File: src/design/arc_point_hit_test_core_macros.svh
// ----------------------------------------------------------------------------
// Arc point hit test - assertion macros
// Shared concurrent assertion forms, clocked on clk, held off during reset.
// ----------------------------------------------------------------------------
`ifndef ARC_POINT_HIT_TEST_CORE_MACROS_SVH
`define ARC_POINT_HIT_TEST_CORE_MACROS_SVH

// same-cycle implication
`define APHT_ASSERT_NOW(label, ante, cons, msg) \
  label: assert property (@(posedge clk) disable iff (!rst_n) (ante) |-> (cons)) \
    else $error(msg);

// next-cycle implication
`define APHT_ASSERT_NEXT(label, ante, cons, msg) \
  label: assert property (@(posedge clk) disable iff (!rst_n) (ante) |=> (cons)) \
    else $error(msg);

`endif

File: src/design/apht_pkg.sv
// ----------------------------------------------------------------------------
// Arc point hit test - package
// Widths, register codes, CORDIC lane type and arctangent step table.
// ----------------------------------------------------------------------------
package apht_pkg;

  localparam int CORDIC_STAGES = 18;
  localparam int ANGLE_BITS    = 16;
  localparam int IDXW          = 5;    // stage index, up to 32 stages
  localparam int XW            = 36;   // CORDIC x/y datapath, signed
  localparam int ACCW          = 32;   // angle accumulator, 2^32 per turn
  localparam int CW            = 32;   // coordinate width
  localparam int DXW           = 33;   // point minus center
  localparam int LW            = 31;   // radius / tolerance width
  localparam int HIW           = XW - 1 - 16 + 32;
  localparam int LOW           = 16 + 32;
  localparam int SUMW          = HIW + 1;
  localparam int DW            = SUMW - 16;  // distance, Q20.16 unsigned

  localparam logic [31:0]     INV_GAIN  = 32'd2608131496;
  localparam logic [ACCW-1:0] HALF_TURN = ACCW'(64'h8000_0000);
  localparam logic [ACCW-1:0] DIR_ROUND = ACCW'(64'd1 << (31 - ANGLE_BITS));
  localparam logic [SUMW-1:0] DIST_RND  = SUMW'(64'h8000);

  typedef enum logic [2:0] {
    REG_CENTER_X    = 3'd0,
    REG_CENTER_Y    = 3'd1,
    REG_RADIUS      = 3'd2,
    REG_START_ANGLE = 3'd3,
    REG_END_ANGLE   = 3'd4,
    REG_TOLERANCE   = 3'd5
  } cfg_reg_t;

  typedef struct packed {
    logic                   valid;
    logic                   zero;   // point sits on the center
    logic signed [XW-1:0]   x;
    logic signed [XW-1:0]   y;
    logic [ACCW-1:0]        acc;
  } lane_t;

  function automatic logic [ACCW-1:0] atan_step(input logic [IDXW-1:0] i);
    logic [ACCW-1:0] v;
    case (i)
      5'd0:  v = 32'h20000000;
      5'd1:  v = 32'h12E4051E;
      5'd2:  v = 32'h09FB385B;
      5'd3:  v = 32'h051111D4;
      5'd4:  v = 32'h028B0D43;
      5'd5:  v = 32'h0145D7E1;
      5'd6:  v = 32'h00A2F61E;
      5'd7:  v = 32'h00517C55;
      5'd8:  v = 32'h0028BE53;
      5'd9:  v = 32'h00145F2F;
      5'd10: v = 32'h000A2F98;
      5'd11: v = 32'h000517CC;
      5'd12: v = 32'h00028BE6;
      5'd13: v = 32'h000145F3;
      5'd14: v = 32'h0000A2FA;
      5'd15: v = 32'h0000517D;
      5'd16: v = 32'h000028BE;
      5'd17: v = 32'h0000145F;
      5'd18: v = 32'h00000A30;
      5'd19: v = 32'h00000518;
      5'd20: v = 32'h0000028C;
      5'd21: v = 32'h00000146;
      5'd22: v = 32'h000000A3;
      5'd23: v = 32'h00000051;
      5'd24: v = 32'h00000029;
      5'd25: v = 32'h00000014;
      5'd26: v = 32'h0000000A;
      5'd27: v = 32'h00000005;
      5'd28: v = 32'h00000003;
      5'd29: v = 32'h00000001;
      5'd30: v = 32'h00000001;
      default: v = '0;
    endcase
    return v;
  endfunction

endpackage

File: src/design/apht_prep.sv
// ----------------------------------------------------------------------------
// Arc point hit test - front end
// Offset from the center, then pre-rotation into the right half plane.
// ----------------------------------------------------------------------------
module apht_prep (
  input  logic                             clk,
  input  logic                             rst_n,
  input  logic                             en,
  input  logic                             req_valid,
  input  logic signed [apht_pkg::CW-1:0]   point_x,
  input  logic signed [apht_pkg::CW-1:0]   point_y,
  input  logic signed [apht_pkg::CW-1:0]   center_x,
  input  logic signed [apht_pkg::CW-1:0]   center_y,
  output apht_pkg::lane_t                  lane_out
);

  logic                                v1_r;
  logic signed [apht_pkg::DXW-1:0]     dx_r, dx_nxt;
  logic signed [apht_pkg::DXW-1:0]     dy_r, dy_nxt;
  apht_pkg::lane_t                     lane_r, lane_nxt;
  logic signed [apht_pkg::XW-1:0]      dx_ext, dy_ext;

  assign dx_nxt = apht_pkg::DXW'(point_x) - apht_pkg::DXW'(center_x);
  assign dy_nxt = apht_pkg::DXW'(point_y) - apht_pkg::DXW'(center_y);

  assign dx_ext = apht_pkg::XW'(dx_r);
  assign dy_ext = apht_pkg::XW'(dy_r);

  // left half plane: negate and start half a turn around
  always_comb begin
    lane_nxt.valid = v1_r;
    lane_nxt.zero  = (dx_r == '0) && (dy_r == '0);
    if (dx_r[apht_pkg::DXW-1]) begin
      lane_nxt.x   = -dx_ext;
      lane_nxt.y   = -dy_ext;
      lane_nxt.acc = apht_pkg::HALF_TURN;
    end else begin
      lane_nxt.x   = dx_ext;
      lane_nxt.y   = dy_ext;
      lane_nxt.acc = '0;
    end
  end

  // only the valid bits are reset; the payload just follows
  always_ff @(posedge clk) begin
    if (!rst_n) begin
      v1_r         <= 1'b0;
      lane_r.valid <= 1'b0;
    end else if (en) begin
      v1_r         <= req_valid;
      lane_r       <= lane_nxt;
    end
  end

  always_ff @(posedge clk) begin
    if (en) begin
      dx_r        <= dx_nxt;
      dy_r        <= dy_nxt;
    end
  end

  assign lane_out = lane_r;

endmodule

File: config.mk
export PLATFORM = sky130hd
export DESIGN_NAME = apht_prep
export DESIGN_NICKNAME = d
export VERILOG_FILES = /design/src/design/arc_point_hit_test_core_macros.svh /design/src/design/apht_pkg.sv /design/src/design/apht_prep.sv
export SDC_FILE = /design/constraint.sdc
export NUM_CORES = 1
export LEC_CHECK = 0
export CAP_MARGIN = 20
export CORE_MARGIN = 8
export CORE_UTILIZATION = 59
export CTS_CLUSTER_DIAMETER = 50
export DETAILED_ROUTE_END_ITERATION = 8
export DONT_BUFFER_PORTS = 1
export PLACE_DENSITY = 0.77
export SETUP_SLACK_MARGIN = 0.3
export SKIP_CTS_REPAIR_TIMING = 1
export SLEW_MARGIN = 10
export SYNTH_ARGS = -nofsm -noshare
export SYNTH_HDL_FRONTEND = slang
export SYNTH_SLANG_ARGS = --single-unit
File: constraint.sdc
create_clock -name clk -period 3.5 [get_ports clk]
set_input_delay 0.175 -clock clk [delete_from_list [all_inputs] [get_ports clk]]
set_output_delay 0.175 -clock clk [all_outputs]
set_load 0.005 [all_outputs]
==> results.txt <==
GR Util All Layers - 18.9%
Max-slew violation count - 0
Count leader, synth - edfxtp_1
Vias - 6642
CP required - 3.67 ns
Crit Path Max Fanout - 4
Max_cap viols - 0
Gp weighted congestion - 0.896
RR Endpoint - lane_out[100]
Final setup vio count - 0
Dpl ws - 0.0938 ns
Clock Latency Late Sink - 0.41 ns
Post-synth EDFFs - 140
Die height - 142 µm
Maximum vdd drop - 0.328 mV
Ys Warns - 0
Worst-Margin Slew - 0.938 ns
Number of global-route vias before repair - 6409
Rows - 46
DR iter-0 viols - 323
Pwr per Cell Area - 491 nW/µm²
Cell area after synthesis - 9430 µm²
Cts bufs inserted - 17
Power share of the clock group - 32.6%
Net switching power figure - 1.36 mW
Total grt overflow - 0
Pint - 3.69 mW
WS Path Type - reg2reg
CTS Buffer Depth - 2
Yosys reg bits - 142
Yosys top cell area share - 44.6%
Synth top area cells - edfxtp_1 (45%), ha_1 (9.0%), xnor2_1 (8.6%), inv_1 (3.5%), o21ai_0 (3.5%)
Top cells by count, synth - edfxtp_1 (140), xnor2_1 (93), inv_1 (88), ha_1 (68), o21ai_0 (66)
Register-to-Register Path Depth - 8
Reg2Reg Setup Slack - 0.11 ns
Initial Utilization - 59.8%
Placed cell count - 1124
Seq/Total Area, Yosys - 45.0%
CTS tree - built
Post-layout minimum cycle time - 3.39 ns
Total wire length - 20100 µm
Comb pwr share - 20.8%
Critical Path AT - 3.56 ns
Vias per cell - 5.67
Sequential power share - 46.6%
Reg-to-reg critical path startpoint - dx_r[7]
CP Launch Type - register
Share of layout cells above drive strength 1 - 7.33%
Port Buffers - 0
First-pass GRT wire length - 30400 µm
Initial antenna violation count - 0
Critical path startpoint - dx_r[7]
Final Hold Viols - 0
CP endpoint kind - register
Design Power - 5.05 mW
DIE AREA - 20300 µm²
First-pass iteration count of the detailed router - 6
Detailed-route wire length per cell - 17.2 µm
Switching share of power - 26.9%
Clock Pin Slew Worst Setup and Hold Paths - 0.05 ns
Die X - 142 µm
Worst slew margin - 37.4%
Pin count of the biggest net entering global routing - 75
Half-perimeter wire length after placement - 15100 µm
Leak pwr - 4.11 nW
Antenna-violating nets left - 0
Capture point of the worst path - lane_out[100]
Dominant cell type by area after synthesis - edfxtp_1
Achievable frequency - 0.295 GHz
Fin cells - 1171
Io pins - 238
Setup_tns - 0 ns
Critical path, cell by cell - or4_4, or3_4, or4_4, or4_4, or3_4, nor3_4, ha_1, and2_1
Status - complete, no violations
RSZ-0062 raised after global routing - true
Mapped Avg Cell Area - 10.2 µm²
Ys flop type - edfxtp_1
H-tree levels - 4
Setup WS post-layout - 0.109 ns
Area Growth Syn to Fin - 9.31%
Most used cell, CP - or4_4
Asr flop ratio synth - 0%
Mapped Cells - 920
Cell variety after synth - 59
DRC violations left - 0
Hold WC Path Type - in2reg
CP peak stage delay - 0.56 ns
Root Buffer - clkbuf_16
N_diodes - 0
Max Clock Skew - 0.00538 ns
Fin crit share - 96.9%
Final Net Count - 1146
Slowest cell on crit path - or4_4
Core area - 15800 µm²
CTS Sinks - 142
==> metal layers <==
layer,part of all wire [%],up-vias,GRT usage (%),wire length (µm)
met2,52,213,33.8,10500
met3,5.3,43,3.66,1060
met4,3.3,0,10.6,659
met5,0,-,0,0
met1,39,3074,20.6,7900
li1,-,3312,-,-
==> state kept, by name, summed over array words and instances (netlist names) <==
register / count
dx_r: 33
lane_out: 75
v1_r: 1
dy_r: 33
==> worst min path at each step <==
stage	start	endpoint	slack [ns]	cells after the start
after floorplan	en	dx_r[0]	0.29	0
after global placement	en	dy_r[1]	0.29	0
after detailed placement	en	dy_r[1]	0.29	0
after CTS	en	dy_r[1]	-0.15	0
after global routing	center_y[0]	dy_r[0]	0.04	2
final	center_x[0]	dx_r[0]	0.06	2
==> critical path, delay by kind of cell, from the launching register on <==
kind | cells | cell delay [ns]
simple gates | 7 | 2.47
flops | 1 | 0.44
fa+ha+maj | 1 | 0.23
==> per-stage QoR <==
step                      instance area (µm²)  hold slack [ns]  util (%)
after floorplan                          9570            0.287         -
after global placement                   9560            0.293      60.6
after detailed placement                 9560            0.294      60.6
after CTS                               10100           -0.148      64.0
after global routing                    10300           0.0433      65.3
final                                   10300           0.0552      65.3
==> area by class of cell <==
type,count,area (µm²)
Timing Repair Buffer,22,193
Clock inverter,10,98.8
Tap cell,216,270
Multi-Input combinational cell,673,4730
Sequential cell,142,4240
Clock buffer,20,437
Fill cell,1283,5470
Inverter,88,330
==> layout by cell type, fill, tap and decap left out, drive strengths merged, types with 7 or more instances in the layout <==
cell type,Yosys,routed
nand2,59,59
xnor2,93,93
nor3,12,12
nor2,43,43
o31ai,21,21
a21oi,65,65
edfxtp,140,140
o21bai,7,7
a21o,23,23
and2,7,7
o21a,15,15
o21ai,70,70
nand3,16,16
inv,88,88
nand2b,11,11
conb,1,34
or3,19,19
xor2,19,19
clkinv,0,7
ha,68,68
or4,11,11
buf,33,19
clkbuf,17,20
nor2b,13,13
==> kinds of logic (layout without fill, tap and decap cells) <==
group,count (synthesis),in the layout,synth area share [%]
and+or+nand+nor,209,209,11.4
AOI/OAI and AO/OA,246,246,16.5
muxes,2,2,0.212
adders and majority gates,70,70,9.45
DFF,142,142,45.0
other,1,34,0.0398
buffers and inverters,138,140,6.89
xor gates and xnor gates,112,112,10.4
==> power by group through the flow <==
stage,logic [mW],registers [mW],clock network (mW)
3_3_place_gp,0.966,2.38,0
5_1_grt,1.18,2.38,1.74
2_1_floorplan,0.842,2.34,0
6_report,1.05,2.36,1.65
4_1_cts,0.997,2.36,1.67
3_5_place_dp,0.986,2.39,0
No activity file was read; power rests on OpenSTA's default activity.
