==> src/design/arc_point_hit_test_core_macros.svh <==
// ----------------------------------------------------------------------------
// Arc point hit test - assertion macros
// Shared concurrent assertion forms, clocked on clk, held off during reset.
// ----------------------------------------------------------------------------
`ifndef ARC_POINT_HIT_TEST_CORE_MACROS_SVH
`define ARC_POINT_HIT_TEST_CORE_MACROS_SVH

// same-cycle implication
`define APHT_ASSERT_NOW(label, ante, cons, msg) \
  label: assert property (@(posedge clk) disable iff (!rst_n) (ante) |-> (cons)) \
    else $error(msg);

// next-cycle implication
`define APHT_ASSERT_NEXT(label, ante, cons, msg) \
  label: assert property (@(posedge clk) disable iff (!rst_n) (ante) |=> (cons)) \
    else $error(msg);

`endif

==> src/design/apht_pkg.sv <==
// ----------------------------------------------------------------------------
// Arc point hit test - package
// Widths, register codes, CORDIC lane type and arctangent step table.
// ----------------------------------------------------------------------------
package apht_pkg;

  localparam int CORDIC_STAGES = 18;
  localparam int ANGLE_BITS    = 16;
  localparam int IDXW          = 5;    // stage index, up to 32 stages
  localparam int XW            = 36;   // CORDIC x/y datapath, signed
  localparam int ACCW          = 32;   // angle accumulator, 2^32 per turn
  localparam int CW            = 32;   // coordinate width
  localparam int DXW           = 33;   // point minus center
  localparam int LW            = 31;   // radius / tolerance width
  localparam int HIW           = XW - 1 - 16 + 32;
  localparam int LOW           = 16 + 32;
  localparam int SUMW          = HIW + 1;
  localparam int DW            = SUMW - 16;  // distance, Q20.16 unsigned

  localparam logic [31:0]     INV_GAIN  = 32'd2608131496;
  localparam logic [ACCW-1:0] HALF_TURN = ACCW'(64'h8000_0000);
  localparam logic [ACCW-1:0] DIR_ROUND = ACCW'(64'd1 << (31 - ANGLE_BITS));
  localparam logic [SUMW-1:0] DIST_RND  = SUMW'(64'h8000);

  typedef enum logic [2:0] {
    REG_CENTER_X    = 3'd0,
    REG_CENTER_Y    = 3'd1,
    REG_RADIUS      = 3'd2,
    REG_START_ANGLE = 3'd3,
    REG_END_ANGLE   = 3'd4,
    REG_TOLERANCE   = 3'd5
  } cfg_reg_t;

  typedef struct packed {
    logic                   valid;
    logic                   zero;   // point sits on the center
    logic signed [XW-1:0]   x;
    logic signed [XW-1:0]   y;
    logic [ACCW-1:0]        acc;
  } lane_t;

  function automatic logic [ACCW-1:0] atan_step(input logic [IDXW-1:0] i);
    logic [ACCW-1:0] v;
    case (i)
      5'd0:  v = 32'h20000000;
      5'd1:  v = 32'h12E4051E;
      5'd2:  v = 32'h09FB385B;
      5'd3:  v = 32'h051111D4;
      5'd4:  v = 32'h028B0D43;
      5'd5:  v = 32'h0145D7E1;
      5'd6:  v = 32'h00A2F61E;
      5'd7:  v = 32'h00517C55;
      5'd8:  v = 32'h0028BE53;
      5'd9:  v = 32'h00145F2F;
      5'd10: v = 32'h000A2F98;
      5'd11: v = 32'h000517CC;
      5'd12: v = 32'h00028BE6;
      5'd13: v = 32'h000145F3;
      5'd14: v = 32'h0000A2FA;
      5'd15: v = 32'h0000517D;
      5'd16: v = 32'h000028BE;
      5'd17: v = 32'h0000145F;
      5'd18: v = 32'h00000A30;
      5'd19: v = 32'h00000518;
      5'd20: v = 32'h0000028C;
      5'd21: v = 32'h00000146;
      5'd22: v = 32'h000000A3;
      5'd23: v = 32'h00000051;
      5'd24: v = 32'h00000029;
      5'd25: v = 32'h00000014;
      5'd26: v = 32'h0000000A;
      5'd27: v = 32'h00000005;
      5'd28: v = 32'h00000003;
      5'd29: v = 32'h00000001;
      5'd30: v = 32'h00000001;
      default: v = '0;
    endcase
    return v;
  endfunction

endpackage

==> src/design/apht_post.sv <==
// ----------------------------------------------------------------------------
// Arc point hit test - back end
// Gain correction, direction rounding, sweep test and radial band test.
// ----------------------------------------------------------------------------
module apht_post (
  input  logic                                   clk,
  input  logic                                   rst_n,
  input  logic                                   en,
  input  apht_pkg::lane_t                        lane_in,
  input  logic [apht_pkg::LW-1:0]                radius,
  input  logic [apht_pkg::LW-1:0]                tolerance,
  input  logic [apht_pkg::ANGLE_BITS-1:0]        start_angle,
  input  logic [apht_pkg::ANGLE_BITS-1:0]        end_angle,
  output logic                                   res_valid,
  output logic                                   res_hit
);

  localparam int AB = apht_pkg::ANGLE_BITS;

  // multiply stage
  logic                          vm_r;
  logic                          sweep_m_r, sweep_nxt;
  logic [apht_pkg::HIW-1:0]      hi_r, hi_nxt;
  logic [apht_pkg::LOW-1:0]      lo_r, lo_nxt;
  logic [apht_pkg::XW-2:0]       ux;
  logic [apht_pkg::ACCW-1:0]     acc_rnd;
  logic [AB-1:0]                 dir;

  // sum stage
  logic                          vd_r;
  logic                          sweep_d_r;
  logic [apht_pkg::SUMW-1:0]     sum;
  logic [apht_pkg::DW-1:0]       dist_r, dist_nxt;

  logic [apht_pkg::DW:0]         upper, lower;

  assign ux = (lane_in.zero || lane_in.x[apht_pkg::XW-1]) ? '0 :
              lane_in.x[apht_pkg::XW-2:0];

  // operands widened first so the products keep every bit
  assign hi_nxt = apht_pkg::HIW'(ux[apht_pkg::XW-2:16]) * apht_pkg::HIW'(apht_pkg::INV_GAIN);
  assign lo_nxt = apht_pkg::LOW'(ux[15:0]) * apht_pkg::LOW'(apht_pkg::INV_GAIN);

  assign acc_rnd = lane_in.acc + apht_pkg::DIR_ROUND;
  assign dir     = lane_in.zero ? '0 : acc_rnd[apht_pkg::ACCW-1 -: AB];

  // inclusive sweep, wrapping through zero when start is past end
  always_comb begin
    if (start_angle <= end_angle) begin
      sweep_nxt = (dir >= start_angle) && (dir <= end_angle);
    end else begin
      sweep_nxt = (dir >= start_angle) || (dir <= end_angle);
    end
  end

  assign sum = apht_pkg::SUMW'(hi_r) + apht_pkg::SUMW'(lo_r >> 16) + apht_pkg::DIST_RND;
  assign dist_nxt = sum[apht_pkg::SUMW-1:16];

  // |dist - radius| <= tol  as two one-sided compares
  assign upper = (apht_pkg::DW+1)'(radius) + (apht_pkg::DW+1)'(tolerance);
  assign lower = (apht_pkg::DW+1)'(dist_r) + (apht_pkg::DW+1)'(tolerance);

  assign res_valid = vd_r;
  assign res_hit   = sweep_d_r && ((apht_pkg::DW+1)'(dist_r) <= upper) &&
                     ((apht_pkg::DW+1)'(radius) <= lower);

  always_ff @(posedge clk) begin
    if (!rst_n) begin
      vm_r <= 1'b0;
      vd_r <= 1'b0;
    end else if (en) begin
      vm_r <= lane_in.valid;
      vd_r <= vm_r;
    end
  end

  always_ff @(posedge clk) begin
    if (en) begin
      hi_r      <= hi_nxt;
      lo_r      <= lo_nxt;
      sweep_m_r <= sweep_nxt;
      dist_r    <= dist_nxt;
      sweep_d_r <= sweep_m_r;
    end
  end

endmodule

==> config.mk <==
export PLATFORM = sky130hd
export DESIGN_NAME = apht_post
export DESIGN_NICKNAME = d
export VERILOG_FILES = /design/src/design/arc_point_hit_test_core_macros.svh /design/src/design/apht_pkg.sv /design/src/design/apht_post.sv
export SDC_FILE = /design/constraint.sdc
export NUM_CORES = 2
export LEC_CHECK = 0
export BUFFER_PORTS_ARGS = -buffer_cell sky130_fd_sc_hd__buf_2
export CAP_MARGIN = 5
export CORE_MARGIN = 8
export CORE_UTILIZATION = 55
export CTS_CLUSTER_SIZE = 10
export DETAILED_ROUTE_END_ITERATION = 12
export PLACE_DENSITY_LB_ADDON = 0.12
export RECOVER_POWER = 25
export SYNTH_ARGS = -nofsm -noshare
export SYNTH_HDL_FRONTEND = slang
export SYNTH_SLANG_ARGS = --single-unit
==> constraint.sdc <==
create_clock -name clk -period 20.1 [get_ports clk]
set_input_delay 3.015 -clock clk [delete_from_list [all_inputs] [get_ports clk]]
set_output_delay 3.015 -clock clk [all_outputs]
set_load 0.1 [all_outputs]
==> metrics.md <==
| Metric | Value |
|---|---|
| Initial core utilization | a little under three fifths |
| Top delay family on crit path | compound AO/OA/AOI/OAI gates |
| Skew-Pair Late Insertion Delay | between 400 and 500 ps |
| Hold-fix buffers, CTS | 0 |
| Max VDD drop | 0.08950 mV |
| Worst-margin pin slew | ~2900 ps |
| Mapped cell area | ~0.029 mm^2 |
| Most frequent CP cell | a21oi_1 |
| # setup viols final | 0 |
| Detailed Routing Iterations Pass 1 | 5 |
| Fin Clk Skew | 5.784 ps |
| Clk buf depth | 2 |
| Share of cells above drive strength 1 | approximately 6.5% |
| Critical-path maximum fanout | 3 |
| Final Non-Filler Cells | between 3,000 and 4,000 |
| Final #Nets | 4,275 |
| Clock tree from TritonCTS | built |
| CTS Buf Count | 17 |
| RSZ-0062 raised after global routing | no |
| Largest net degree at the start of global routing | 67 |
| Fin. Hold Viols | 0 |
| Clk Tree Root Cell | clkbuf_16 |
| Critical path type | primary input to primary output |
| Buf/Inv on CP | 2 |
| Post-Syn Area per Cell | 9.634 um^2 |
| Drt wl/cell | 18.74 um |
| Failing checks | max-capacitance violations, max-slew violations |
| Fmax | between 80 and 90 MHz |
| Gates resized, CTS repair | 0 |
| CTS Sinks | about 120 |
| Tot GR Track Use | about a quarter |
| PwrDens | 102.7 mW/mm^2 |
| Startpoint types | primary input |
| Arrival time at the worst endpoint | 8700 ps |
| Design Power | around 3200 uW |
| Vias/cell | 5.392 |
| Initial antenna violation count | 0 |
| Post-synth top flop | edfxtp_1 |
| Final Hold Slack | 431.2 ps |
| Max-slew violation total from the final report | 53 |
| Initial DRC count | around 1,200 |
| Warnings from Yosys | 0 |
| Core ar. | between 0.05 and 0.06 mm^2 |
| Number of synthesized flops with an enable pin | 115 |
| Syn Inst Count | 2,962 |
| Reg clk slew, reported paths | 50 ps |
| Post-CTS Repair Setup Buffers | 0 |
| Synth cell types | 70 |
| Die Y | about 240 um |
| Flops & latches, synth | ~120 |
| DRT Wirelength | between 70,000 and 80,000 um |
| Global-route wire length before repair | 115,900 um |
| ANT cells | 0 |
| RePlAce Congestion | roughly 1 |
| Fin area | a little over 0.03 mm^2 |
| Critical-path top delay cell | a2111oi_0 |
| Die area | between 0.05 and 0.06 mm^2 |
| Fin crit period | approximately 12,000 ps |
| IO Port Bufs | 153 |
| CP cell instances | buf_2 > ha_1 > fa_1 > a21oi_1 > o221ai_1 > nor3b_1 > o211ai_1 > a21oi_1 > a221o_1 > o41a_1 > a21o_1 > a21oi_1 > xor2_1 > ha_1 > and3_1 > a2111oi_0 > o311ai_0 > a221oi_1 > o21ai_0 > a41oi_1 > buf_2 |
| Rel. slew slack | -91.37% |
| Boundary Pins | roughly 210 |
| FP Rows | slightly above 80 |
| Post-DP HPWL | approximately 64,000 um |
| Area delta synth->final | 7.537% |
| Register area share after synthesis | 12.24% |
| Crit path capture type | primary output |
| Placed insts | ~3,800 |
| Via count | roughly 20,000 |
| Syn Nets | between 4,000 and 5,000 |
| Worst min path class | register to register |
| Fin crit share | 58.30% |
| Leakage dissipation | 0.01661 uW |
| H-tree depth reported by CTS | 4 |
| Crit path required time | about 17,000 ps |
| Cell Area, Placed | about 0.030 mm^2 |
| Ys async rst share | 0% |
| Remaining antenna violation count | 0 |
| Number of global-route vias before repair | 21,940 |
| Setup TNS | 0 ps |
| CP max stage delay | between 700 and 800 ps |
| Max Cap Viol | 1 |
| Outcome | finished with violations |
| DRC | 0 |
| GRT overflow | 0 |
| Die span in x | about 240 um |
[routing by layer]
metal | global-route usage [%] | share of wire, %
met1 | 33.83 | 47
met4 | 4.732 | 1.7
met2 | 39.99 | 46
met5 | 0 | 0
met3 | 3.972 | 4.9
[power by group]
| group | leakage [uW] | internal (uW) | switching (uW) |
|---|---|---|---|
| Combinational | 0.0152 | 988 | 1350 |
| Sequential | 0.00114 | 452 | 56.7 |
| Clock | 0.000279 | 204 | 103 |
| Total | 0.0166 | 1640 | 1510 |
[through the flow]
| step | util [%] | worst slack, ps |
|---|---|---|
| global route | 59.82 | 8043 |
| finish | 59.82 | 8382 |
| detailed placement | 58.66 | 8397 |
| floorplan | - | 8591 |
| CTS | 59.82 | 8373 |
| global placement | 58.66 | 8468 |
[kinds of logic (layout without fill, tap and decap cells)]
kind of cell    count (synthesis)  count (layout)  share of synthesized area [%]
xor+xnor                      166             166                          5.095
flops                         117             117                          12.24
buf+inv                       745             910                          9.804
simple gates                  467             467                          8.155
compound gates                506             506                          11.84
mux                             3               3                         0.1052
fa+ha+maj                     958             958                          52.76
[state kept, by name, summed over array words and instances, names as in the netlist]
signal,count
hi_r,48
dist_r,36
lo_r,29
res_valid,1
sweep_d_r,1
sweep_m_r,1
vm_r,1
[cell usage after synthesis, drive strengths merged (3+ instances only)]
cell / instances / area (um^2)
o221ai: 4 / 35.03
o41ai: 6 / 52.55
nand3: 40 / 200.2
a21boi: 4 / 30.03
edfxtp: 115 / 3453
a41oi: 3 / 52.56
mux2i: 3 / 30.03
o41a: 3 / 33.78
a31oi: 17 / 112.6
o311ai: 3 / 26.28
a221o: 5 / 50.05
a2111oi: 5 / 45.04
nand2: 105 / 394.1
a21oi: 137 / 685.7
ha: 548 / 6857
and3: 20 / 125.1
a21o: 110 / 825.8
nor4: 10 / 62.56
nand2b: 26 / 162.7
inv: 724 / 2718
o21ai: 83 / 415.4
o21bai: 21 / 157.7
a221oi: 10 / 87.58
clkbuf: 19 / 71.32
and2: 29 / 181.4
o21a: 34 / 255.2
xnor2: 94 / 823.3
o211ai: 12 / 95.09
a211oi: 19 / 152.6
or2: 10 / 62.56
o2111ai: 5 / 43.79
fa: 409 / 8188
and4: 9 / 78.83
nor3b: 4 / 30.03
a31o: 4 / 35.03
nor2: 113 / 426.7
or3: 3 / 18.77
xor2: 72 / 630.6
o31ai: 5 / 37.54
nor2b: 18 / 112.6
nand4: 45 / 281.5
nor3: 31 / 155.2
[area by class of cell]
cell class / instances / area [um^2]
fill: 4466 / 20610
clock inverter: 11 / 158.9
tap: 680 / 850.8
sequential: 117 / 3493
timing repair buffer: 155 / 779.5
clock buffer: 20 / 436.7
inverter: 724 / 2718
multi-input combinational: 2100 / 22250
[cell usage in the layout (no fill, tap or decap), types with 11 or more instances in the layout]
cell / count
inv_1: 724
ha_1: 548
fa_1: 409
buf_2: 152
a21oi_1: 137
edfxtp_1: 115
nor2_1: 112
a21o_1: 110
nand2_1: 105
xnor2_1: 94
o21ai_0: 81
xor2_1: 72
nand4_1: 45
nand3_1: 40
o21a_1: 34
nor3_1: 31
and2_1: 28
nand2b_1: 26
o21bai_1: 21
and3_1: 20
nor2b_1: 18
a211oi_1: 17
clkbuf_16: 17
a31oi_1: 16
o211ai_1: 11
[path summary, 6_finish.rpt]
check / from / endpoint / slack (ps) / depth (start not counted)
worst max-delay path: radius[0] / res_hit / 8380 / 21
worst min-delay path: sweep_m_r / sweep_d_r / 430 / 0
worst max register to register: hi_r[5] / dist_r[34] / 16020 / 12
worst min register to register: sweep_m_r / sweep_d_r / 430 / 0
No activity file was read; power rests on OpenSTA's default activity.
