`src/design/arc_point_hit_test_core_macros.svh`:
```
// ----------------------------------------------------------------------------
// Arc point hit test - assertion macros
// Shared concurrent assertion forms, clocked on clk, held off during reset.
// ----------------------------------------------------------------------------
`ifndef ARC_POINT_HIT_TEST_CORE_MACROS_SVH
`define ARC_POINT_HIT_TEST_CORE_MACROS_SVH

// same-cycle implication
`define APHT_ASSERT_NOW(label, ante, cons, msg) \
  label: assert property (@(posedge clk) disable iff (!rst_n) (ante) |-> (cons)) \
    else $error(msg);

// next-cycle implication
`define APHT_ASSERT_NEXT(label, ante, cons, msg) \
  label: assert property (@(posedge clk) disable iff (!rst_n) (ante) |=> (cons)) \
    else $error(msg);

`endif

```
`src/design/apht_pkg.sv`:
```
// ----------------------------------------------------------------------------
// Arc point hit test - package
// Widths, register codes, CORDIC lane type and arctangent step table.
// ----------------------------------------------------------------------------
package apht_pkg;

  localparam int CORDIC_STAGES = 18;
  localparam int ANGLE_BITS    = 16;
  localparam int IDXW          = 5;    // stage index, up to 32 stages
  localparam int XW            = 36;   // CORDIC x/y datapath, signed
  localparam int ACCW          = 32;   // angle accumulator, 2^32 per turn
  localparam int CW            = 32;   // coordinate width
  localparam int DXW           = 33;   // point minus center
  localparam int LW            = 31;   // radius / tolerance width
  localparam int HIW           = XW - 1 - 16 + 32;
  localparam int LOW           = 16 + 32;
  localparam int SUMW          = HIW + 1;
  localparam int DW            = SUMW - 16;  // distance, Q20.16 unsigned

  localparam logic [31:0]     INV_GAIN  = 32'd2608131496;
  localparam logic [ACCW-1:0] HALF_TURN = ACCW'(64'h8000_0000);
  localparam logic [ACCW-1:0] DIR_ROUND = ACCW'(64'd1 << (31 - ANGLE_BITS));
  localparam logic [SUMW-1:0] DIST_RND  = SUMW'(64'h8000);

  typedef enum logic [2:0] {
    REG_CENTER_X    = 3'd0,
    REG_CENTER_Y    = 3'd1,
    REG_RADIUS      = 3'd2,
    REG_START_ANGLE = 3'd3,
    REG_END_ANGLE   = 3'd4,
    REG_TOLERANCE   = 3'd5
  } cfg_reg_t;

  typedef struct packed {
    logic                   valid;
    logic                   zero;   // point sits on the center
    logic signed [XW-1:0]   x;
    logic signed [XW-1:0]   y;
    logic [ACCW-1:0]        acc;
  } lane_t;

  function automatic logic [ACCW-1:0] atan_step(input logic [IDXW-1:0] i);
    logic [ACCW-1:0] v;
    case (i)
      5'd0:  v = 32'h20000000;
      5'd1:  v = 32'h12E4051E;
      5'd2:  v = 32'h09FB385B;
      5'd3:  v = 32'h051111D4;
      5'd4:  v = 32'h028B0D43;
      5'd5:  v = 32'h0145D7E1;
      5'd6:  v = 32'h00A2F61E;
      5'd7:  v = 32'h00517C55;
      5'd8:  v = 32'h0028BE53;
      5'd9:  v = 32'h00145F2F;
      5'd10: v = 32'h000A2F98;
      5'd11: v = 32'h000517CC;
      5'd12: v = 32'h00028BE6;
      5'd13: v = 32'h000145F3;
      5'd14: v = 32'h0000A2FA;
      5'd15: v = 32'h0000517D;
      5'd16: v = 32'h000028BE;
      5'd17: v = 32'h0000145F;
      5'd18: v = 32'h00000A30;
      5'd19: v = 32'h00000518;
      5'd20: v = 32'h0000028C;
      5'd21: v = 32'h00000146;
      5'd22: v = 32'h000000A3;
      5'd23: v = 32'h00000051;
      5'd24: v = 32'h00000029;
      5'd25: v = 32'h00000014;
      5'd26: v = 32'h0000000A;
      5'd27: v = 32'h00000005;
      5'd28: v = 32'h00000003;
      5'd29: v = 32'h00000001;
      5'd30: v = 32'h00000001;
      default: v = '0;
    endcase
    return v;
  endfunction

endpackage

```
`src/design/apht_cordic_cell.sv`:
```
// ----------------------------------------------------------------------------
// Arc point hit test - CORDIC cell
// One vectoring micro-rotation; the stage index sets shift and step angle.
// ----------------------------------------------------------------------------
module apht_cordic_cell (
  input  logic                            clk,
  input  logic                            rst_n,
  input  logic                            en,
  input  logic [apht_pkg::IDXW-1:0]       stage_idx,
  input  logic [apht_pkg::ACCW-1:0]       step_angle,
  input  apht_pkg::lane_t                 lane_in,
  output apht_pkg::lane_t                 lane_out
);

  apht_pkg::lane_t                 lane_r, lane_nxt;
  logic signed [apht_pkg::XW-1:0]  xs, ys;

  assign xs = lane_in.x >>> stage_idx;
  assign ys = lane_in.y >>> stage_idx;

  always_comb begin
    lane_nxt.valid = lane_in.valid;
    lane_nxt.zero  = lane_in.zero;
    if (!lane_in.y[apht_pkg::XW-1]) begin
      lane_nxt.x   = lane_in.x + ys;
      lane_nxt.y   = lane_in.y - xs;
      lane_nxt.acc = lane_in.acc + step_angle;
    end else begin
      lane_nxt.x   = lane_in.x - ys;
      lane_nxt.y   = lane_in.y + xs;
      lane_nxt.acc = lane_in.acc - step_angle;
    end
  end

  // only the valid bit is reset; the payload just follows
  always_ff @(posedge clk) begin
    if (!rst_n) begin
      lane_r.valid <= 1'b0;
    end else if (en) begin
      lane_r       <= lane_nxt;
    end
  end

  assign lane_out = lane_r;

endmodule

```
`config.mk`:
```
export PLATFORM = sky130hd
export DESIGN_NAME = apht_cordic_cell
export DESIGN_NICKNAME = d
export VERILOG_FILES = /design/src/design/arc_point_hit_test_core_macros.svh /design/src/design/apht_pkg.sv /design/src/design/apht_cordic_cell.sv
export SDC_FILE = /design/constraint.sdc
export NUM_CORES = 1
export LEC_CHECK = 0
export BUFFER_PORTS_ARGS = -buffer_cell sky130_fd_sc_hd__buf_2
export CORE_MARGIN = 2
export CORE_UTILIZATION = 40
export CTS_BUF_LIST = sky130_fd_sc_hd__clkbuf_4 sky130_fd_sc_hd__clkbuf_8
export DETAILED_ROUTE_END_ITERATION = 10
export PLACE_DENSITY_LB_ADDON = 0.2
export SETUP_SLACK_MARGIN = 0.1
export SKIP_LAST_GASP = 1
export SLEW_MARGIN = 25
export SYNTH_ARGS = -nofsm -noshare
export SYNTH_HDL_FRONTEND = slang
export SYNTH_SLANG_ARGS = --single-unit
```
`constraint.sdc`:
```
create_clock -name clk -period 7.77 [get_ports clk]
set_clock_uncertainty 0.15 [all_clocks]
set_input_delay 0.3885 -clock clk [delete_from_list [all_inputs] [get_ports clk]]
set_output_delay 0.3885 -clock clk [all_outputs]
set_load 0.03 [all_outputs]
```
==> results.yml, run 1 <==
status:
  status: "finished clean"
route:
  met2_length_um: 26800
  routed_wl_um: 61100
  wire_per_inst_um: 24.2
  num_vias: 15800
  drc: 0
  highest_layer: "met5"
  drtIter0Drc: 1566
  dr.pass1.iters: 8
  wl_met3_um: 5740
  wl_met1_um: 26600
  ant_nets: 0
  viasPerCell: 6.28
timing:
  rsz0062_at_grt: "no"
  worst_slew_pin_slew_ps: 1050
  hold_viol: 0
  finalSetupTns_ps: 0
  fin_crit_ps: 6740
  setup_viol: 0
  post-route-period-util_pct: 86.8
  fmax_mhz: 148
  relSlewSlack_pct: 30.0
  final_max_slew_viol_count: 0
floorplan:
  start_util_pct: 40.5
  dieArea_um2: 41800
  die_h_um: 204
  die_w_um: 204
  ios: 252
  core_um2: 39700
  fp-row-count: 73
critical_path:
  cp_max_fo: 88
  critPathMaxStageDelay_ps: 660
  worst_path_max_delay_cell: "a2111oi_0"
  crit_required_ps: 7860
  cp_data_arrival_time_ps: 6830
  cp_common_cell: "a21oi_1"
  end_kind: "flip-flop"
  path_buf_inv: 2
  path_delay_family: "compound AO/OA/AOI/OAI gates"
  cp_cell_sequence: "buf_6 > buf_4 > mux2i_1 > mux4_2 > nor2_1 > a2111oi_0 > a32oi_1 > nor3_2 > and2_1 > nand2_1 > a2bb2oi_1 > o32ai_1 > ha_1 > a2111oi_0 > o21ai_0 > o21a_1 > nor2_1 > a31oi_1 > a21oi_1 > a21oi_1 > a21o_1 > a21oi_1 > xnor2_1"
  path_class: "primary input to flip-flop"
  start_kind: "primary input"
placed_design:
  place_area_um2: 17800
  dp_cells: 2502
  place.gp.congestion: 1.04
  hpwlAfterDp_um: 47800
  io_buffers: 251
clock_network:
  h-tree-depth: 3
  cts_tree: "yes"
  cts_resized: 0
  path_clk_slew_ps: 110
  clock_sinks: 106
  cts_root_buf: "clkbuf_8"
  cts_made_buffers: 9
  cts_max_path_buffers: 2
  clk_latency_ps: 470
grt:
  gr-total-overflow: 0
  track_usage_pct: 29.0
  grt_pass1_vias: 15000
  grt_pass1_wl_um: 91700
  grt_max_degree: 89
  grt_antenna_before_repair: 2
finish:
  largest_reg_flops: 106
  nNetsFinal: 2245
  fin_area_um2: 18000
  stdcell_count: 2522
  drive_above_1_share_pct: 22.8
  area_growth_syn_to_layout_pct: 11.8
logic_synthesis:
  syn_area_um2: 16100
  synth-seq-cells: 106
  yosys-top-cells-count: "nor2_1 (154), a21oi_1 (150), nand2_1 (130)"
  synth_ff_type: "edfxtp_1"
  synth.top_cell.area_share_pct: 19.6
  ys_types: 99
  ys_async_sr_fraction_pct: 0
  ys_top_cells_by_area: "edfxtp_1 (20%), mux4_2 (10%), ha_1 (8.2%), xnor2_1 (6.2%), mux2i_1 (5.0%)"
  synth_edf_count: 105
  ys_warn_count: 0
  seq_area_frac_synth_pct: 19.7
  syn_inst: 1790
  syn_nets: 2044
  synth_top_area_cell: "edfxtp_1"
  avgSynthCellArea_um2: 8.98
  yosysMostFrequentCell: "nor2_1"
hold_path:
  hold_path.class: "primary input to flip-flop"
power_and_ir_drop:
  power_per_cell_area_nw_per_um2: 166
  power.leakage_nw: 7.45
  vdd_ir_drop_max_mv: 0.0973
job:
  max_cap_violations: 0
-- worst paths after layout --
path                               startpoint       endpoint  slack [ps]  cells past startpoint
worst min register to register  lane_out[105]  lane_out[105]         940                      3
worst max register to register  lane_out[105]  lane_out[105]        6470                      3
worst min-delay path               lane_in[1]    lane_out[1]         150                      2
worst max-delay path             stage_idx[1]   lane_out[67]        1030                     23
-- placed cells by master (no fill, tap or decap), types with 14 or more instances in the layout --
| master | count |
|---|---|
| nand2b_1 | 22 |
| nand3_1 | 37 |
| a221oi_1 | 15 |
| a21o_1 | 53 |
| and3_1 | 28 |
| mux2_2 | 45 |
| xor2_1 | 57 |
| and2_1 | 19 |
| a31oi_1 | 30 |
| edfxtp_1 | 105 |
| inv_1 | 40 |
| nor3_1 | 36 |
| nand2_1 | 130 |
| buf_4 | 33 |
| mux2i_1 | 81 |
| buf_2 | 248 |
| mux4_2 | 74 |
| ha_1 | 105 |
| nor2_1 | 154 |
| o21a_1 | 30 |
| o21ai_0 | 73 |
| nor2b_1 | 29 |
| xnor2_1 | 114 |
| a211oi_1 | 14 |
| a21oi_1 | 150 |
-- layer usage --
metal | vias up | GRT usage (%)
met4 | 2 | 9.55
met1 | 7623 | 40.1
li1 | 7317 | -
met3 | 96 | 7.33
met5 | - | 0
met2 | 792 | 44.1
-- logic make-up (layout without fill, tap and decap cells) --
| family | after synthesis | count (layout) | share of synthesized area (%) |
|---|---|---|---|
| AO/OA/AOI/OAI | 537 | 537 | 22.7 |
| XOR/XNOR | 171 | 171 | 9.32 |
| adder cells (fa/ha/maj) | 108 | 108 | 8.55 |
| buffers and inverters | 139 | 345 | 4.11 |
| flip-flops | 106 | 106 | 19.7 |
| multiplexers | 205 | 205 | 19.3 |
| other | 0 | 1 | 0 |
| AND/OR/NAND/NOR | 524 | 524 | 16.3 |
-- power breakdown --
group | switching (W) | internal (W) | total (W)
Sequential | 0.0000207 | 0.000781 | 0.000802
Combinational | 0.00113 | 0.000696 | 0.00182
Clock | 0.000225 | 0.000125 | 0.000350
-- per-stage QoR --
step / power [W] / utilization [%] / setup slack [ps] / hold WS [ps]
floorplan: 0.00212 / - / 1480 / 337
global placement: 0.00260 / 44.7 / 838 / 345
detailed placement: 0.00260 / 44.7 / 675 / 363
CTS: 0.00298 / 45.2 / 1190 / 109
global route: 0.00318 / 45.2 / 625 / 112
finish: 0.00297 / 45.2 / 1030 / 147
-- what timing repair did --
item,in CTS,in global routing
buffers inserted,0,0
hold buffers,3,0
hold endpoints to repair,2,0
-- final cells by class --
class,instances,area [µm²]
clock inverters,5,37.5
fillers,3971,21800
inverters,43,161
repair buffers,286,1550
well taps,525,657
clock buffers,11,139
multi-input cells,1545,12200
diodes,1,2.50
flip-flops and latches,106,3170
(Power assumes the default switching activity.)
==> run 2: changes to the inputs <==
--- a/config.mk
+++ b/config.mk
@@ -7,5 +7,4 @@
 export LEC_CHECK = 0
 export BUFFER_PORTS_ARGS = -buffer_cell sky130_fd_sc_hd__buf_2
-export CORE_MARGIN = 2
 export CORE_UTILIZATION = 40
 export CTS_BUF_LIST = sky130_fd_sc_hd__clkbuf_4 sky130_fd_sc_hd__clkbuf_8
--- a/constraint.sdc
+++ b/constraint.sdc
@@ -3,3 +3,3 @@
 set_input_delay 0.3885 -clock clk [delete_from_list [all_inputs] [get_ports clk]]
 set_output_delay 0.3885 -clock clk [all_outputs]
-set_load 0.03 [all_outputs]
+set_load 0.005 [all_outputs]
==> run 2 against run 1 <==
Wire length down 2.4%; non-clock buffer count up 5; die area down 1.9%; final area up 0.50%; global-route usage down 0.33 points; largest cell class unchanged.
==> results.yml, run 2 (synthesized netlist as in run 1, its figures left out) <==
status:
  status: "finished clean"
route:
  drtIter0Drc: 1840
  viasPerCell: 6.31
  num_vias: 15900
  routed_wl_um: 59600
  drc: 0
  dr.pass1.iters: 5
  wire_per_inst_um: 23.6
  ant_nets: 0
placed_design:
  hpwlAfterDp_um: 46700
  place.gp.congestion: 0.991
  io_buffers: 251
  dp_cells: 2506
timing:
  final_max_slew_viol_count: 0
  finalSetupTns_ps: 0
  rsz0062_at_grt: "no"
  post-route-period-util_pct: 83.7
  worst_slew_pin_slew_ps: 1010
  fin_crit_ps: 6500
  setup_viol: 0
  fmax_mhz: 154
  hold_viol: 0
  relSlewSlack_pct: 32.6
floorplan:
  ios: 252
  die_h_um: 202
  start_util_pct: 40.5
  dieArea_um2: 41000
  core_um2: 39600
  fp-row-count: 73
  die_w_um: 202
clock_network:
  h-tree-depth: 3
  cts_tree: "yes"
  cts_made_buffers: 9
  clk_latency_ps: 490
  path_clk_slew_ps: 120
  cts_max_path_buffers: 2
  cts_root_buf: "clkbuf_8"
  clock_sinks: 106
  cts_setup_buffers: 0
power_and_ir_drop:
  intPower_w: 0.00163
  p_sw_w: 0.00122
  clkPwrFrac_pct: 13.9
  swShare_pct: 42.7
  vdd_ir_drop_max_mv: 0.0979
  power_per_cell_area_nw_per_um2: 158
  combPwrFrac_pct: 57.9
  p_seq_share_pct: 28.2
  power.leakage_nw: 7.51
finish:
  largest_reg_flops: 106
  stdcell_count: 2527
  nNetsFinal: 2250
  area_growth_syn_to_layout_pct: 12.3
  drive_above_1_share_pct: 23.0
  final_cell_mix: "buf_2 (248), nor2_1 (154), a21oi_1 (150)"
  final_common_cell: "buf_2"
critical_path:
  path_class: "primary input to flip-flop"
  end_kind: "flip-flop"
  cp_cell_sequence: "buf_4 > buf_4 > mux2_2 > mux2i_1 > o22ai_1 > a221oi_2 > or4b_4 > nor3_4 > a31oi_1 > xnor2_1 > ha_1 > and3_1 > a311oi_1 > a31oi_1 > a21oi_1 > a21oi_1 > a21o_1 > a21oi_1 > xnor2_1"
  critPathMaxStageDelay_ps: 620
  cp_common_cell: "a21oi_1"
  start_kind: "primary input"
  crit_required_ps: 7870
  worst_path_max_delay_cell: "a311oi_1"
  cp_max_fo: 40
  cp_data_arrival_time_ps: 6600
grt:
  grt_pass1_vias: 15000
  grt_pass1_wl_um: 90200
  track_usage_pct: 28.7
  gr-total-overflow: 0
  grt_antenna_before_repair: 1
  grt_max_degree: 75
job:
  max_cap_violations: 0
hold_path:
  hold_path.class: "primary input to flip-flop"
==> run 2: changes by cell type in the layout (fill, tap and decap cells not counted) <==
cell,previous run,this run
buf_16,0,1
clkinvlp_4,2,0
a2111oi_0,5,4
buf_4,33,37
bufinv_16,0,1
a2111oi_1,0,1
inv_8,0,2
clkbuf_4,2,0
clkinv_4,0,1
==> run 2: power by group through the flow <==
stage	combinational (W)	sequential (W)	clock, W
finish	0.00165	0.000804	0.000396
global route	0.00179	0.000813	0.000428
CTS	0.00163	0.000806	0.000415
detailed placement	0.00161	0.000819	0
global placement	0.00161	0.000817	0
floorplan	0.00112	0.000831	0
==> run 2: layout make-up <==
| class | count | area, µm² |
|---|---|---|
| clock inverter | 7 | 83.8 |
| sequential | 106 | 3170 |
| timing repair buffer | 291 | 1610 |
| fill | 3897 | 21600 |
| inverter | 43 | 161 |
| tap | 525 | 657 |
| clock buffer | 9 | 124 |
| antenna | 1 | 2.50 |
| multi-input combinational | 1545 | 12200 |
==> run 2: final timing paths <==
path                                    start            end  slack (ps)  cells after the start
worst min-delay path              lane_in[32]   lane_out[32]         110                      2
worst min register to register  lane_out[105]  lane_out[105]         950                      3
worst max register to register  lane_out[105]  lane_out[105]        6450                      3
worst max-delay path             stage_idx[0]   lane_out[67]        1270                     19
==> run 2: repair_timing <==
item | CTS | global route
hold endpoints to repair | 2 | 0
resized for setup | 0 | 0
setup endpoints to repair | 0 | 0
hold buffers | 3 | 0
==> run 2: worst max-delay path, delay by kind of cell <==
family | cells | cell delay (ps)
AOI/OAI and AO/OA | 9 | 2390
xor gates and xnor gates | 2 | 320
adders and majority gates | 1 | 310
buffers and inverters | 2 | 1040
muxes | 2 | 970
and+or+nand+nor | 3 | 1150
==> run 2: routing by layer <==
metal | share of wire [%] | up-vias | wire, µm | global-route usage, %
met1 | 43 | 7642 | 25900 | 39.6
met2 | 44 | 853 | 25900 | 43.3
met3 | 9.3 | 126 | 5520 | 6.47
met5 | 0 | - | 0 | 0
li1 | - | 7318 | - | -
met4 | 3.8 | 0 | 2250 | 11.1
==> run 2: per-stage QoR <==
step	utilization [%]	instance area [µm²]	total power, W	hold WS, ps	setup WS [ps]
floorplan	-	16100	0.00195	337	1480
global placement	44.9	17800	0.00243	344	934
detailed placement	44.9	17800	0.00243	357	930
CTS	45.5	18000	0.00285	73.8	1460
global route	45.5	18000	0.00304	105	761
finish	45.5	18100	0.00285	109	1270
